**src/hw/rtl/rdsc_pkg.sv**
```systemverilog
package rdsc_pkg;

	// Time units
	localparam int unsigned SECS_PER_MIN  = 60;
	localparam int unsigned SECS_PER_HOUR = 60 * SECS_PER_MIN;
	localparam int unsigned SECS_PER_DAY  = 24 * SECS_PER_HOUR;
	localparam int unsigned DAYS_PER_YEAR = 365;
	localparam int unsigned DAYS_PER_LEAP = 366;
	localparam int unsigned DAYS_PER_QUAD = 3 * DAYS_PER_YEAR + DAYS_PER_LEAP;

	// Cycles from an accepted request to its result strobe
	localparam int unsigned LATENCY = 9;

	// Constant dividers: drop the power of two, then multiply by a truncated
	// reciprocal of the odd part. The estimate is at most one low.
	localparam int unsigned DAY_SHIFT  = 7;
	localparam int unsigned DAY_DIV    = SECS_PER_DAY / (1 << DAY_SHIFT);
	localparam int unsigned DAY_K      = 24;
	localparam int unsigned DAY_RECIP  = (1 << DAY_K) / DAY_DIV;

	localparam int unsigned QUAD_K     = 15;
	localparam int unsigned QUAD_RECIP = (1 << QUAD_K) / DAYS_PER_QUAD;

	localparam int unsigned HOUR_SHIFT = 4;
	localparam int unsigned HOUR_DIV   = SECS_PER_HOUR / (1 << HOUR_SHIFT);
	localparam int unsigned HOUR_K     = 13;
	localparam int unsigned HOUR_RECIP = (1 << HOUR_K) / HOUR_DIV;

	localparam int unsigned MIN_SHIFT  = 2;
	localparam int unsigned MIN_DIV    = SECS_PER_MIN / (1 << MIN_SHIFT);
	localparam int unsigned MIN_K      = 10;
	localparam int unsigned MIN_RECIP  = (1 << MIN_K) / MIN_DIV;

	// Request kinds
	localparam logic KIND_TO_SECONDS = 1'b0;
	localparam logic KIND_TO_DATE    = 1'b1;

	// First day of each month within the year; entry 12 is the year length
	localparam logic [8:0] MONTH_START_COMMON [13] = '{
		9'd0, 9'd31, 9'd59, 9'd90, 9'd120, 9'd151, 9'd181,
		9'd212, 9'd243, 9'd273, 9'd304, 9'd334, 9'd365
	};
	localparam logic [8:0] MONTH_START_LEAP [13] = '{
		9'd0, 9'd31, 9'd60, 9'd91, 9'd121, 9'd152, 9'd182,
		9'd213, 9'd244, 9'd274, 9'd305, 9'd335, 9'd366
	};

	typedef struct packed {
		logic        kind;
		logic [6:0]  in_year;
		logic [3:0]  in_month;
		logic [4:0]  in_day;
		logic [4:0]  in_hour;
		logic [5:0]  in_minute;
		logic [5:0]  in_second;
		logic [30:0] seconds_in;
	} req_t;

	typedef struct packed {
		logic [30:0] seconds_out;
		logic [6:0]  out_year;
		logic [3:0]  out_month;
		logic [4:0]  out_day;
		logic [4:0]  out_hour;
		logic [5:0]  out_minute;
		logic [5:0]  out_second;
	} rsp_t;

	// Day of year on which month idx (0 = January) starts; idx stays in 0..12
	function automatic logic [8:0] month_start(input logic leap, input logic [3:0] idx);
		logic [8:0] val;
		val = leap ? MONTH_START_LEAP[idx] : MONTH_START_COMMON[idx];
		return val;
	endfunction

endpackage

```
**src/hw/rtl/rtc_date_seconds_convert_unit.sv**
```systemverilog
// Calendar <-> seconds converter for a real-time clock counting from
// 2000-01-01 00:00:00. A request with kind 0 packs year (0 = 2000), month,
// day, hour, minute and second into a 31-bit seconds count (taken modulo
// 2^31); kind 1 unpacks a seconds count into a calendar date. Every year that
// is a multiple of four is a leap year, with no century rule. Inputs are not
// range checked. The block is a nine-stage pipeline: a request is taken on
// any cycle with start high (busy stays low), and its result appears on rsp
// from the last stage, with done high for a single cycle. One request per
// cycle is sustained. Results cannot be held off, so capture rsp on the cycle
// done is high. Unused result fields are zero (date fields for kind 0,
// seconds_out for kind 1). The depth is set by the chain of constant divides
// in the unpack path: seconds by 86400, days by 1461, and seconds of day by
// 3600 and 60, each done as a reciprocal multiply, a back multiply and a
// one-step correction in separate stages.
module rtc_date_seconds_convert_unit (
	input  logic             clk,
	input  logic             arst_n,
	input  logic             start,
	output logic             busy,
	input  rdsc_pkg::req_t   req,
	output logic             done,
	output rdsc_pkg::rsp_t   rsp
);
	import rdsc_pkg::*;

	logic accept;

	// valid and kind travel with the data
	logic vld_s1, vld_s2, vld_s3, vld_s4, vld_s5, vld_s6, vld_s7, vld_s8, vld_s9;
	logic kind_s1, kind_s2, kind_s3, kind_s4, kind_s5, kind_s6, kind_s7, kind_s8;

	// ---- pack path (kind 0) ----
	logic [15:0] days_a_s1;
	logic [9:0]  days_b_s1;
	logic [16:0] hm_s1;
	logic [5:0]  sec0_s1;
	logic [15:0] days0_s2;
	logic [30:0] hmsadj_s2, hmsadj_s3;
	logic [30:0] prod_s3;
	logic [30:0] secs_s4, secs_s5, secs_s6, secs_s7, secs_s8;

	// ---- unpack path (kind 1) ----
	logic [23:0] x_s1;
	logic [14:0] qday_s1, qday_s2;
	logic [6:0]  lo7_s1, lo7_s2;
	logic [10:0] rday_s2;
	logic [14:0] days_s3, days_s4;
	logic [16:0] sod_s3;
	logic [4:0]  qd_s4, qd_s5;
	logic [12:0] sh_s4;
	logic [4:0]  qh_s4, qh_s5;
	logic [3:0]  sodlo_s4, sodlo_s5;
	logic [11:0] rd_s5;
	logic [8:0]  rh_s5;
	logic [4:0]  q4_s6;
	logic [10:0] d4_s6;
	logic [4:0]  hour_s6, hour_s7, hour_s8;
	logic [11:0] r1_s6;
	logic [6:0]  year_s7, year_s8;
	logic [8:0]  doy_s7, doy_s8;
	logic        leap_s7, leap_s8;
	logic [9:0]  m_s7;
	logic [5:0]  qm_s7, qm_s8;
	logic [1:0]  r1lo_s7, r1lo_s8;
	logic [3:0]  month_s8;
	logic [4:0]  rm_s8;
	rsp_t        rsp_s9;

	// stage 1 combinational terms
	logic [10:0] yr_off;
	logic [3:0]  nmon;
	logic        leap0;
	logic [23:0] x_in;
	logic [38:0] qday_prod;

	// later stage combinational terms
	logic        dayfix, fix4, fixh, fixm;
	logic [19:0] qd_prod;
	logic [17:0] qh_prod;
	logic [16:0] qm_prod;
	logic [1:0]  yig;
	logic [10:0] yig_start;
	logic [3:0]  month_c;
	logic [4:0]  day_c;
	rsp_t        rsp_c;

	// The pipeline never stalls: every request is taken
	assign busy   = 1'b0;
	assign accept = start & ~busy;

	// ---------------- stage 1 ----------------
	// Year offset within the four-year group, in days
	always_comb begin
		unique case (req.in_year[1:0])
			2'd0: yr_off = 11'd0;
			2'd1: yr_off = 11'(DAYS_PER_LEAP);
			2'd2: yr_off = 11'(DAYS_PER_LEAP + DAYS_PER_YEAR);
			2'd3: yr_off = 11'(DAYS_PER_LEAP + 2 * DAYS_PER_YEAR);
			default: yr_off = 11'd0;
		endcase
	end

	// Whole months before this one; month zero counts as January,
	// months past December count the full year
	always_comb begin
		if (req.in_month == 4'd0) begin
			nmon = 4'd0;
		end else if (req.in_month > 4'd13) begin
			nmon = 4'd12;
		end else begin
			nmon = req.in_month - 4'd1;
		end
	end

	assign leap0     = (req.in_year[1:0] == 2'd0);
	assign x_in      = req.seconds_in[30:DAY_SHIFT];
	assign qday_prod = 39'(x_in) * 39'(DAY_RECIP);

	always_ff @(posedge clk) begin
		days_a_s1 <= 16'(req.in_year[6:2]) * 16'(DAYS_PER_QUAD) + 16'(yr_off);
		days_b_s1 <= 10'(month_start(leap0, nmon)) + 10'(req.in_day);
		hm_s1     <= 17'(req.in_hour) * 17'(SECS_PER_HOUR)
		           + 17'(req.in_minute) * 17'(SECS_PER_MIN);
		sec0_s1   <= req.in_second;
		x_s1      <= x_in;
		lo7_s1    <= req.seconds_in[DAY_SHIFT-1:0];
		qday_s1   <= 15'(qday_prod >> DAY_K);
	end

	// ---------------- stage 2 ----------------
	// Sum the day count; fold the day-one offset into the time of day
	always_ff @(posedge clk) begin
		days0_s2  <= days_a_s1 + 16'(days_b_s1);
		hmsadj_s2 <= 31'(hm_s1) + 31'(sec0_s1) - 31'(SECS_PER_DAY);
		rday_s2   <= 11'(x_s1 - 24'(qday_s1) * 24'(DAY_DIV));
		qday_s2   <= qday_s1;
		lo7_s2    <= lo7_s1;
	end

	// ---------------- stage 3 ----------------
	assign dayfix = (rday_s2 >= 11'(DAY_DIV));

	always_ff @(posedge clk) begin
		prod_s3   <= 31'(33'(days0_s2) * 33'(SECS_PER_DAY));
		hmsadj_s3 <= hmsadj_s2;
		days_s3   <= qday_s2 + 15'(dayfix);
		sod_s3    <= {dayfix ? 10'(rday_s2 - 11'(DAY_DIV)) : 10'(rday_s2), lo7_s2};
	end

	// ---------------- stage 4 ----------------
	// Estimate four-year groups and hour of day
	assign qd_prod = 20'(days_s3) * 20'(QUAD_RECIP);
	assign qh_prod = 18'(sod_s3[16:HOUR_SHIFT]) * 18'(HOUR_RECIP);

	always_ff @(posedge clk) begin
		secs_s4  <= prod_s3 + hmsadj_s3;
		qd_s4    <= 5'(qd_prod >> QUAD_K);
		days_s4  <= days_s3;
		qh_s4    <= 5'(qh_prod >> HOUR_K);
		sh_s4    <= sod_s3[16:HOUR_SHIFT];
		sodlo_s4 <= sod_s3[HOUR_SHIFT-1:0];
	end

	// ---------------- stage 5 ----------------
	always_ff @(posedge clk) begin
		secs_s5  <= secs_s4;
		rd_s5    <= 12'(days_s4 - 15'(qd_s4) * 15'(DAYS_PER_QUAD));
		qd_s5    <= qd_s4;
		rh_s5    <= 9'(sh_s4 - 13'(qh_s4) * 13'(HOUR_DIV));
		qh_s5    <= qh_s4;
		sodlo_s5 <= sodlo_s4;
	end

	// ---------------- stage 6 ----------------
	// Correct the estimates by one where the remainder overflows
	assign fix4 = (rd_s5 >= 12'(DAYS_PER_QUAD));
	assign fixh = (rh_s5 >= 9'(HOUR_DIV));

	always_ff @(posedge clk) begin
		secs_s6 <= secs_s5;
		q4_s6   <= qd_s5 + 5'(fix4);
		d4_s6   <= fix4 ? 11'(rd_s5 - 12'(DAYS_PER_QUAD)) : 11'(rd_s5);
		hour_s6 <= qh_s5 + 5'(fixh);
		r1_s6   <= {fixh ? 8'(rh_s5 - 9'(HOUR_DIV)) : 8'(rh_s5), sodlo_s5};
	end

	// ---------------- stage 7 ----------------
	// Year within the group; the leading year is the leap year
	always_comb begin
		if (d4_s6 < 11'(DAYS_PER_LEAP)) begin
			yig       = 2'd0;
			yig_start = 11'd0;
		end else if (d4_s6 < 11'(DAYS_PER_LEAP + DAYS_PER_YEAR)) begin
			yig       = 2'd1;
			yig_start = 11'(DAYS_PER_LEAP);
		end else if (d4_s6 < 11'(DAYS_PER_LEAP + 2 * DAYS_PER_YEAR)) begin
			yig       = 2'd2;
			yig_start = 11'(DAYS_PER_LEAP + DAYS_PER_YEAR);
		end else begin
			yig       = 2'd3;
			yig_start = 11'(DAYS_PER_LEAP + 2 * DAYS_PER_YEAR);
		end
	end

	assign qm_prod = 17'(r1_s6[11:MIN_SHIFT]) * 17'(MIN_RECIP);

	always_ff @(posedge clk) begin
		secs_s7 <= secs_s6;
		year_s7 <= {q4_s6, yig};
		doy_s7  <= 9'(d4_s6 - yig_start);
		leap_s7 <= (yig == 2'd0);
		hour_s7 <= hour_s6;
		m_s7    <= r1_s6[11:MIN_SHIFT];
		qm_s7   <= 6'(qm_prod >> MIN_K);
		r1lo_s7 <= r1_s6[MIN_SHIFT-1:0];
	end

	// ---------------- stage 8 ----------------
	// Month: the last month whose first day is not after the day of year
	always_comb begin
		month_c = 4'd1;
		for (int i = 1; i < 12; i++) begin
			if (doy_s7 >= month_start(leap_s7, 4'(i))) begin
				month_c = 4'(i + 1);
			end
		end
	end

	always_ff @(posedge clk) begin
		secs_s8  <= secs_s7;
		year_s8  <= year_s7;
		doy_s8   <= doy_s7;
		leap_s8  <= leap_s7;
		month_s8 <= month_c;
		hour_s8  <= hour_s7;
		qm_s8    <= qm_s7;
		rm_s8    <= 5'(m_s7 - 10'(qm_s7) * 10'(MIN_DIV));
		r1lo_s8  <= r1lo_s7;
	end

	// ---------------- stage 9 ----------------
	// Finish day, minute and second, then select the result by kind
	assign fixm  = (rm_s8 >= 5'(MIN_DIV));
	assign day_c = 5'(doy_s8 - month_start(leap_s8, month_s8 - 4'd1) + 9'd1);

	always_comb begin
		rsp_c = '0;
		if (kind_s8 == KIND_TO_SECONDS) begin
			rsp_c.seconds_out = secs_s8;
		end else begin
			rsp_c.out_year   = year_s8;
			rsp_c.out_month  = month_s8;
			rsp_c.out_day    = day_c;
			rsp_c.out_hour   = hour_s8;
			rsp_c.out_minute = qm_s8 + 6'(fixm);
			rsp_c.out_second = {fixm ? 4'(rm_s8 - 5'(MIN_DIV)) : 4'(rm_s8), r1lo_s8};
		end
	end

	always_ff @(posedge clk) begin
		rsp_s9 <= rsp_c;
	end

	// ---------------- control ----------------
	always_ff @(posedge clk or negedge arst_n) begin
		if (!arst_n) begin
			vld_s1 <= 1'b0;
			vld_s2 <= 1'b0;
			vld_s3 <= 1'b0;
			vld_s4 <= 1'b0;
			vld_s5 <= 1'b0;
			vld_s6 <= 1'b0;
			vld_s7 <= 1'b0;
			vld_s8 <= 1'b0;
			vld_s9 <= 1'b0;
		end else begin
			vld_s1 <= accept;
			vld_s2 <= vld_s1;
			vld_s3 <= vld_s2;
			vld_s4 <= vld_s3;
			vld_s5 <= vld_s4;
			vld_s6 <= vld_s5;
			vld_s7 <= vld_s6;
			vld_s8 <= vld_s7;
			vld_s9 <= vld_s8;
		end
	end

	always_ff @(posedge clk) begin
		kind_s1 <= req.kind;
		kind_s2 <= kind_s1;
		kind_s3 <= kind_s2;
		kind_s4 <= kind_s3;
		kind_s5 <= kind_s4;
		kind_s6 <= kind_s5;
		kind_s7 <= kind_s6;
		kind_s8 <= kind_s7;
	end

	assign done = vld_s9;
	assign rsp  = rsp_s9;

	// ---------------- assertions ----------------
	// A result strobe only ever follows an accepted request
	a_done_follows_request: assert property (@(posedge clk) disable iff (!arst_n)
		done |-> $past(start && !busy, LATENCY))
		else $error("result strobe without a matching request");

	// Packing leaves every calendar field at zero
	a_pack_clears_date: assert property (@(posedge clk) disable iff (!arst_n)
		(done && ($past(req.kind, LATENCY) == KIND_TO_SECONDS)) |->
		(rsp.out_year == 7'd0 && rsp.out_month == 4'd0 && rsp.out_day == 5'd0 &&
		 rsp.out_hour == 5'd0 && rsp.out_minute == 6'd0 && rsp.out_second == 6'd0))
		else $error("pack result carries calendar fields");

	// Unpacking gives a date in range, so every divide correction held
	a_unpack_in_range: assert property (@(posedge clk) disable iff (!arst_n)
		(done && ($past(req.kind, LATENCY) == KIND_TO_DATE)) |->
		(rsp.seconds_out == 31'd0 && rsp.out_month >= 4'd1 && rsp.out_month <= 4'd12 &&
		 rsp.out_day >= 5'd1 && rsp.out_hour < 5'd24 && rsp.out_minute < 6'd60 &&
		 rsp.out_second < 6'd60 && rsp.out_year <= 7'd68))
		else $error("unpack result out of range");

endmodule
```
**config.mk**
```make
export PLATFORM = sky130hd
export DESIGN_NAME = rtc_date_seconds_convert_unit
export DESIGN_NICKNAME = d
export VERILOG_FILES = /design/src/hw/rtl/rdsc_pkg.sv /design/src/hw/rtl/rtc_date_seconds_convert_unit.sv
export SDC_FILE = /design/constraint.sdc
export NUM_CORES = 2
export LEC_CHECK = 0
export BUFFER_PORTS_ARGS = -buffer_cell sky130_fd_sc_hd__buf_2
export CAP_MARGIN = 20
export CORE_MARGIN = 5
export CORE_UTILIZATION = 59
export DETAILED_ROUTE_END_ITERATION = 10
export GPL_TIMING_DRIVEN = 1
export PLACE_DENSITY = 0.86
export SYNTH_ARGS = -nofsm -noshare
export SYNTH_HDL_FRONTEND = slang
export SYNTH_SLANG_ARGS = --single-unit
```
**constraint.sdc**
```tcl
create_clock -name clk -period 11.9 [get_ports clk]
set_input_delay 0.595 -clock clk [delete_from_list [all_inputs] [get_ports clk]]
set_output_delay 0.595 -clock clk [all_outputs]
set_load 0.1 [all_outputs]
```
=== Word-level counts from Yosys, hierarchy flattened ===
Memories as Yosys holds them, arrays and structs flattened.
Index checks and enable logic that the tools add are counted.

* Register bits after elaboration: 634
* ROM bits: 576
* Output and inout bits: 66
* Memories: 4

* Bitwise logic cells: 2
* $lt $le $gt $ge: 21
* Muxes and demuxes: 43
* Reduce and logical (&&, ||, !) cells: 4
* Equality and inequality tests: 3
* $mul: 12
* $add $sub $neg: 24

{| class="wikitable"
|+ Memories
! memory !! depth !! bits a word !! read ports !! clocked after Yosys merged registers in !! write ports !! line !! text
|-
| (name not given) || 16 || 9 || 1 || 0 || 0 || rdsc_pkg.sv:72 || <nowiki>val = leap ? MONTH_START_LEAP[idx] : MONTH_START_COMMON[idx];</nowiki>
|-
| (name not given) || 16 || 9 || 1 || 0 || 0 || rdsc_pkg.sv:72 ||
|-
| (name not given) || 16 || 9 || 1 || 0 || 0 || rdsc_pkg.sv:72 ||
|-
| (name not given) || 16 || 9 || 1 || 0 || 0 || rdsc_pkg.sv:72 ||
|}

{| class="wikitable"
|+ Operators by type and width
! kind !! number
|-
| 9-bit two-way mux || 7
|-
| 11-bit one-hot mux with 4 select lines || 1
|-
| 24-bit by 15-bit multiplier with 39-bit output, second input constant || 1
|-
| 9-bit by 8-bit greater-or-equal comparator with 1-bit output || 4
|-
| 4-bit two-way mux || 9
|-
| 31-bit adder || 1
|-
| 9-bit greater-or-equal comparator || 3
|-
| 5-bit two-way mux || 5
|-
| 16-bit by 10-bit multiplier with 24-bit output, second input constant || 1
|-
| 15-bit by 4-bit multiplier with 19-bit output, second input constant || 1
|-
| 18-bit by 17-bit subtractor with 19-bit output, second input constant || 1
|-
| 17-bit by 6-bit adder with 18-bit output || 1
|-
| 9-bit by 7-bit greater-or-equal comparator with 1-bit output || 2
|-
| 3-bit two-way mux || 6
|-
| 9-bit subtractor || 2
|-
| 17-bit by 12-bit adder with 17-bit output || 1
|-
| 16-bit by 10-bit adder with 16-bit output || 1
|-
| 16-bit by 11-bit adder with 16-bit output || 1
|-
| 13-bit by 4-bit multiplier with 16-bit output, second input constant || 1
|-
| 5-bit by 11-bit multiplier with 16-bit output, second input constant || 1
|-
| 8-bit two-way mux || 2
|-
| 15-bit by 1-bit adder with 15-bit output || 1
|-
| 15-bit by 10-bit multiplier with 11-bit output, second input constant || 1
|-
| 10-bit by 5-bit multiplier with 14-bit output, second input constant || 1
|-
| 38 further kinds || 54
|}

=== Logic depth before layout (Yosys ltp) ===
* Depth in word-level cells: 11
* Depth in mapped cells: 22
* Depth with buffers taken out: 22

=== Least setup slack after synthesis ===
OpenSTA, ideal clock, no wires.

* Kind: input-to-reg
* Start: input req[23] in the netlist's numbering
* End: register qday_s1[11]
* Library setup time: 0.065 ns
* Slack: 6.531 ns
* Cell stages on the path: 20
* Arrival: 5.305 ns
* Cells stage by stage: inv_1 fa_1 inv_1 ha_1 ha_1 fa_1 fa_1 inv_1 fa_1 inv_1 ha_1 nand3_1 or3_1 a21oi_1 o21ai_0 a21oi_2 nand3_1 a311oi_1 a211oi_1 nor2_1

* Longest elaborated chain between the ends: 1

{| class="wikitable"
|+ Ends and longest elaborated chain
! item !! line !! text
|-
| start, declared || rtc_date_seconds_convert_unit.sv:20 || <nowiki>input rdsc_pkg::req_t req,</nowiki>
|-
| 24-bit by 15-bit multiplier with 39-bit output || rtc_date_seconds_convert_unit.sv:117 || <nowiki>assign qday_prod = 39'(x_in) * 39'(DAY_RECIP);</nowiki>
|-
| net qday_prod[35] || rtc_date_seconds_convert_unit.sv:74 || <nowiki>logic [38:0] qday_prod;</nowiki>
|-
| end signal, assigned || rtc_date_seconds_convert_unit.sv:127 || <nowiki>qday_s1 <= 15'(qday_prod >> DAY_K);</nowiki>
|-
| end, declared || rtc_date_seconds_convert_unit.sv:44 || <nowiki>logic [14:0] qday_s1, qday_s2;</nowiki>
|}

The timed path passes the listed nets, and every way through them passes these cells.
A chain may end at the register's enable or synchronous reset.

=== Final worst setup path ===
* Start: input req[22] in the netlist's numbering
* End: register qday_s1[13]

The elaborated chain is that of the path after synthesis.

==> flow_summary_export.csv <==
group,metric,value,unit
status,outcome,"completed",
clocking,worstSkewPairLatency,0.63,ns
yosys,ys_warn_count,0,
timing,finalSetupViolCount,0,
worst_hold_path,min_to,"lo7_s1[2]",
timing,setup_tns,0,ns
yosys,synth_area_per_cell,10.8,µm²
yosys,synth_top_flop_cell,"dfxtp_1",
worst_hold_path,holdPathStages,1,
timing,fmaxAchievable,184,MHz
yosys,synthCells,3092,
yosys,syn_area,33400,µm²
critical_path,r2r_start,"days0_s2[3]",
yosys,syn-num-nets,3940,
global_routing,antenna_found_initial,5,
cells_and_area,layout_commonest_cell,"dfxtp_1",
clocking,cts.path.max_buffers,3,
placed_design,place_congestion,0.884,
cells_and_area,area_delta_synth_final,11.2,%
routing,drc_errors,0,
critical_path,timing.critical_path.buf_inv,5,
die,core,56200,µm²
die,row_count,87,
routing,dr_total_vias,20358,
global_routing,grt_pass1_wl,95.5,mm
critical_path,worst-r2r-cell-count,19,
clocking,hold_buffers,1,
timing,slew_headroom,43.1,%
worst_hold_path,hold_class,"in -> reg",
critical_path,arrival,5.92,ns
worst_hold_path,worstHoldStart,"req[2]",
critical_path,crit_path_max_fanout,5,
clocking,cts.sinks,632,
timing,hold_violations,0,
critical_path,r2r-end,"prod_s3[30]",
placed_design,port_buffers,132,
clocking,cts_root_buffer,"clkbuf_16",
clocking,cts_buffers,61,
clocking,htree_levels,2,
critical_path,critical_path_class,"in -> reg",
yosys,synth_seq_cells,632,
critical_path,max_stage_delay,0.56,ns
placed_design,hpwl,44.1,mm
flow_run,drv_cap,0,
routing,wl_per_cell,13.7,µm
global_routing,grt_pass1_vias,20981,
global_routing,grt-ovfl-total,0,
timing,period_share,45.6,%
clocking,clkSlewWorstSetupHoldPaths,0.06,ns
critical_path,regToRegSetupSlack,6.99,ns
timing,clock_skew,0.0284,ns
yosys,async_flop_share,1.42,%
critical_path,cp.required,12.40,ns
clocking,cts_tree,"done",
timing,tightest_slew,0.851,ns
cells_and_area,mostFrequentLayoutCells,"622 x dfxtp_1, 574 x ha_1, 568 x inv_1",
critical_path,cp_slowest_cell,"fa_1",
timing,rsz0062_at_grt,"false",
global_routing,grt_max_degree,65,
cells_and_area,drive_above_1_share,7.91,%
critical_path,cp_cell_sequence,"buf_2 -> inv_1 -> fa_1 -> inv_1 -> ha_1 -> ha_1 -> fa_1 -> fa_1 -> inv_1 -> fa_1 -> inv_1 -> ha_1 -> nand3_1 -> or3_1 -> a21oi_1 -> o21ai_0 -> a21oi_2 -> nand3_1 -> o22ai_1 -> o22ai_1 -> xnor2_1",
die,die_y,248,µm
global_routing,track_usage,18.6,%
die,die_area,61400,µm²
routing,vias_per_cell,4.99,
cells_and_area,nets,4121,
die,ios,134,
timing,slew_violations,0,
yosys,synthDistinctLibCells,67,
clocking,cts_resized,0,
timing,finalCriticalPeriod,5.43,ns
yosys,yosysSeqAreaShare,38.0,%
critical_path,crit_family,"adder cells",
critical_path,critPathLaunchType,"input port",
critical_path,worstSetupEndpointType,"register",
routing,routed_wl,55.7,mm
die,die_x,248,µm
clocking,post_cts_buffers,0,
die,initial_core_util,59.4,%
yosys,synth-edff-count,0,
routing,drtAntennaViolNets,0,
routing,drt-initial-drc-count,652,
routing,first_pass_iters,5,
[through the flow]
| stage | std cells | util (%) | hold WS [ns] | instance area, µm² | setup slack [ns] |
|---|---|---|---|---|---|
| 6_report | 4082 | 66.1 | 0.0609 | 37100 | 6.47 |
| 5_1_grt | 4079 | 66.0 | 0.0193 | 37100 | 6.28 |
| 4_1_cts | 4078 | 66.0 | 0.0122 | 37100 | 6.57 |
| 3_5_place_dp | 3964 | 62.2 | 0.312 | 34900 | 5.92 |
| 3_3_place_gp | 3964 | 62.2 | 0.310 | 34900 | 6.02 |
| 2_1_floorplan | 3092 | - | 0.299 | 33400 | 6.53 |
[cell usage after synthesis, types with 6 or more instances]
cell      number  area [µm²]
a211oi_1      18         135
a21boi_0       9        67.6
a21o_1        58         435
a21oi_1      122         611
a31oi_1       13        81.3
a41o_1         7        70.1
and2_1        36         225
and3_1        10        62.6
clkbuf_1      15        56.3
dfrtp_1        9         225
dfxtp_1      623       12500
fa_1         206        4120
ha_1         574        7180
inv_1        568        2130
nand2_1       71         267
nand2b_1      23         144
nand3_1       33         165
nand4_1        7        43.8
nor2_1       104         390
nor2b_1       54         338
nor3_1        34         170
nor4_1         8        50.1
o211ai_1      10        75.1
o21a_1        23         173
o21ai_0       78         390
o21bai_1      29         218
o22ai_1        7        43.8
or2_2          6        37.5
or3_1          6        37.5
xnor2_1      192        1680
xor2_1        70         613
[flip-flops by register name, summed over array words and instances (netlist names), 15 cells and up]
register	count
qday_s1	15
secs_s8	31
qday_s2	15
secs_s4	31
prod_s3	24
hmsadj_s3	19
hmsadj_s2	19
hm_s1	15
rsp	64
secs_s6	31
days_a_s1	16
days0_s2	16
secs_s5	31
sod_s3	17
secs_s7	31
days_s3	15
[cell families (layout without fill, tap and decap cells)]
group                    after synthesis  in the layout  share of synthesized area, %
other                                  1              4                        0.0112
buffers and inverters                585            816                          6.59
AND/OR/NAND/NOR                      402            402                          6.04
adder cells (fa/ha/maj)              780            780                          33.9
flip-flops                           632            632                          38.0
multiplexers                          10             10                         0.356
AO/OA/AOI/OAI                        420            420                          8.20
XOR/XNOR                             262            262                          6.88
[worst max-delay path by stage]
stage | startpoint | endpoint | slack (ns) | cells after the start
6_report | req[22] | qday_s1[13] | 6.47 | 21
5_1_grt | req[25] | qday_s1[11] | 6.28 | 20
4_1_cts | req[22] | qday_s1[13] | 6.57 | 21
3_5_place_dp | req[22] | qday_s1[13] | 5.92 | 21
3_3_place_gp | req[23] | qday_s1[13] | 6.02 | 21
2_1_floorplan | req[23] | qday_s1[11] | 6.53 | 20
[worst reg2reg max path, stage by stage (launching register included)]
cell and delay, ns:
dfxtp_1 0.48, ha_1 0.29, inv_1 0.13, fa_1 0.47, fa_1 0.51, inv_1 0.04
ha_1 0.28, inv_1 0.06, fa_1 0.50, inv_1 0.04, ha_1 0.35, a21o_1 0.19
a21oi_1 0.19, o21ai_0 0.11, a41oi_1 0.29, o21ba_2 0.24, a31oi_1 0.12, o21a_1 0.20
nor2_1 0.15, xnor2_1 0.18
[layout make-up]
cell class | instances | area [µm²]
Timing Repair Buffer | 134 | 691
Fill cell | 4220 | 19100
Tap cell | 756 | 946
Clock inverter | 30 | 435
Sequential cell | 632 | 12700
Multi-Input combinational cell | 1875 | 18500
Clock buffer | 83 | 1720
Inverter | 569 | 2140
Antenna cell | 3 | 7.51
[layer usage]
layer	vias to the layer above	routed length [µm]	track usage, %	part of all wire (%)
met2	353	26900	32.2	48
li1	10413	-	-	-
met5	-	23	0	0.041
met3	128	2820	3.89	5.1
met1	9460	24300	23.2	44
met4	4	1700	6.09	3.1
Power is not shown: default switching activity piles up to over one toggle a cycle in this logic, so the estimate is an artifact.
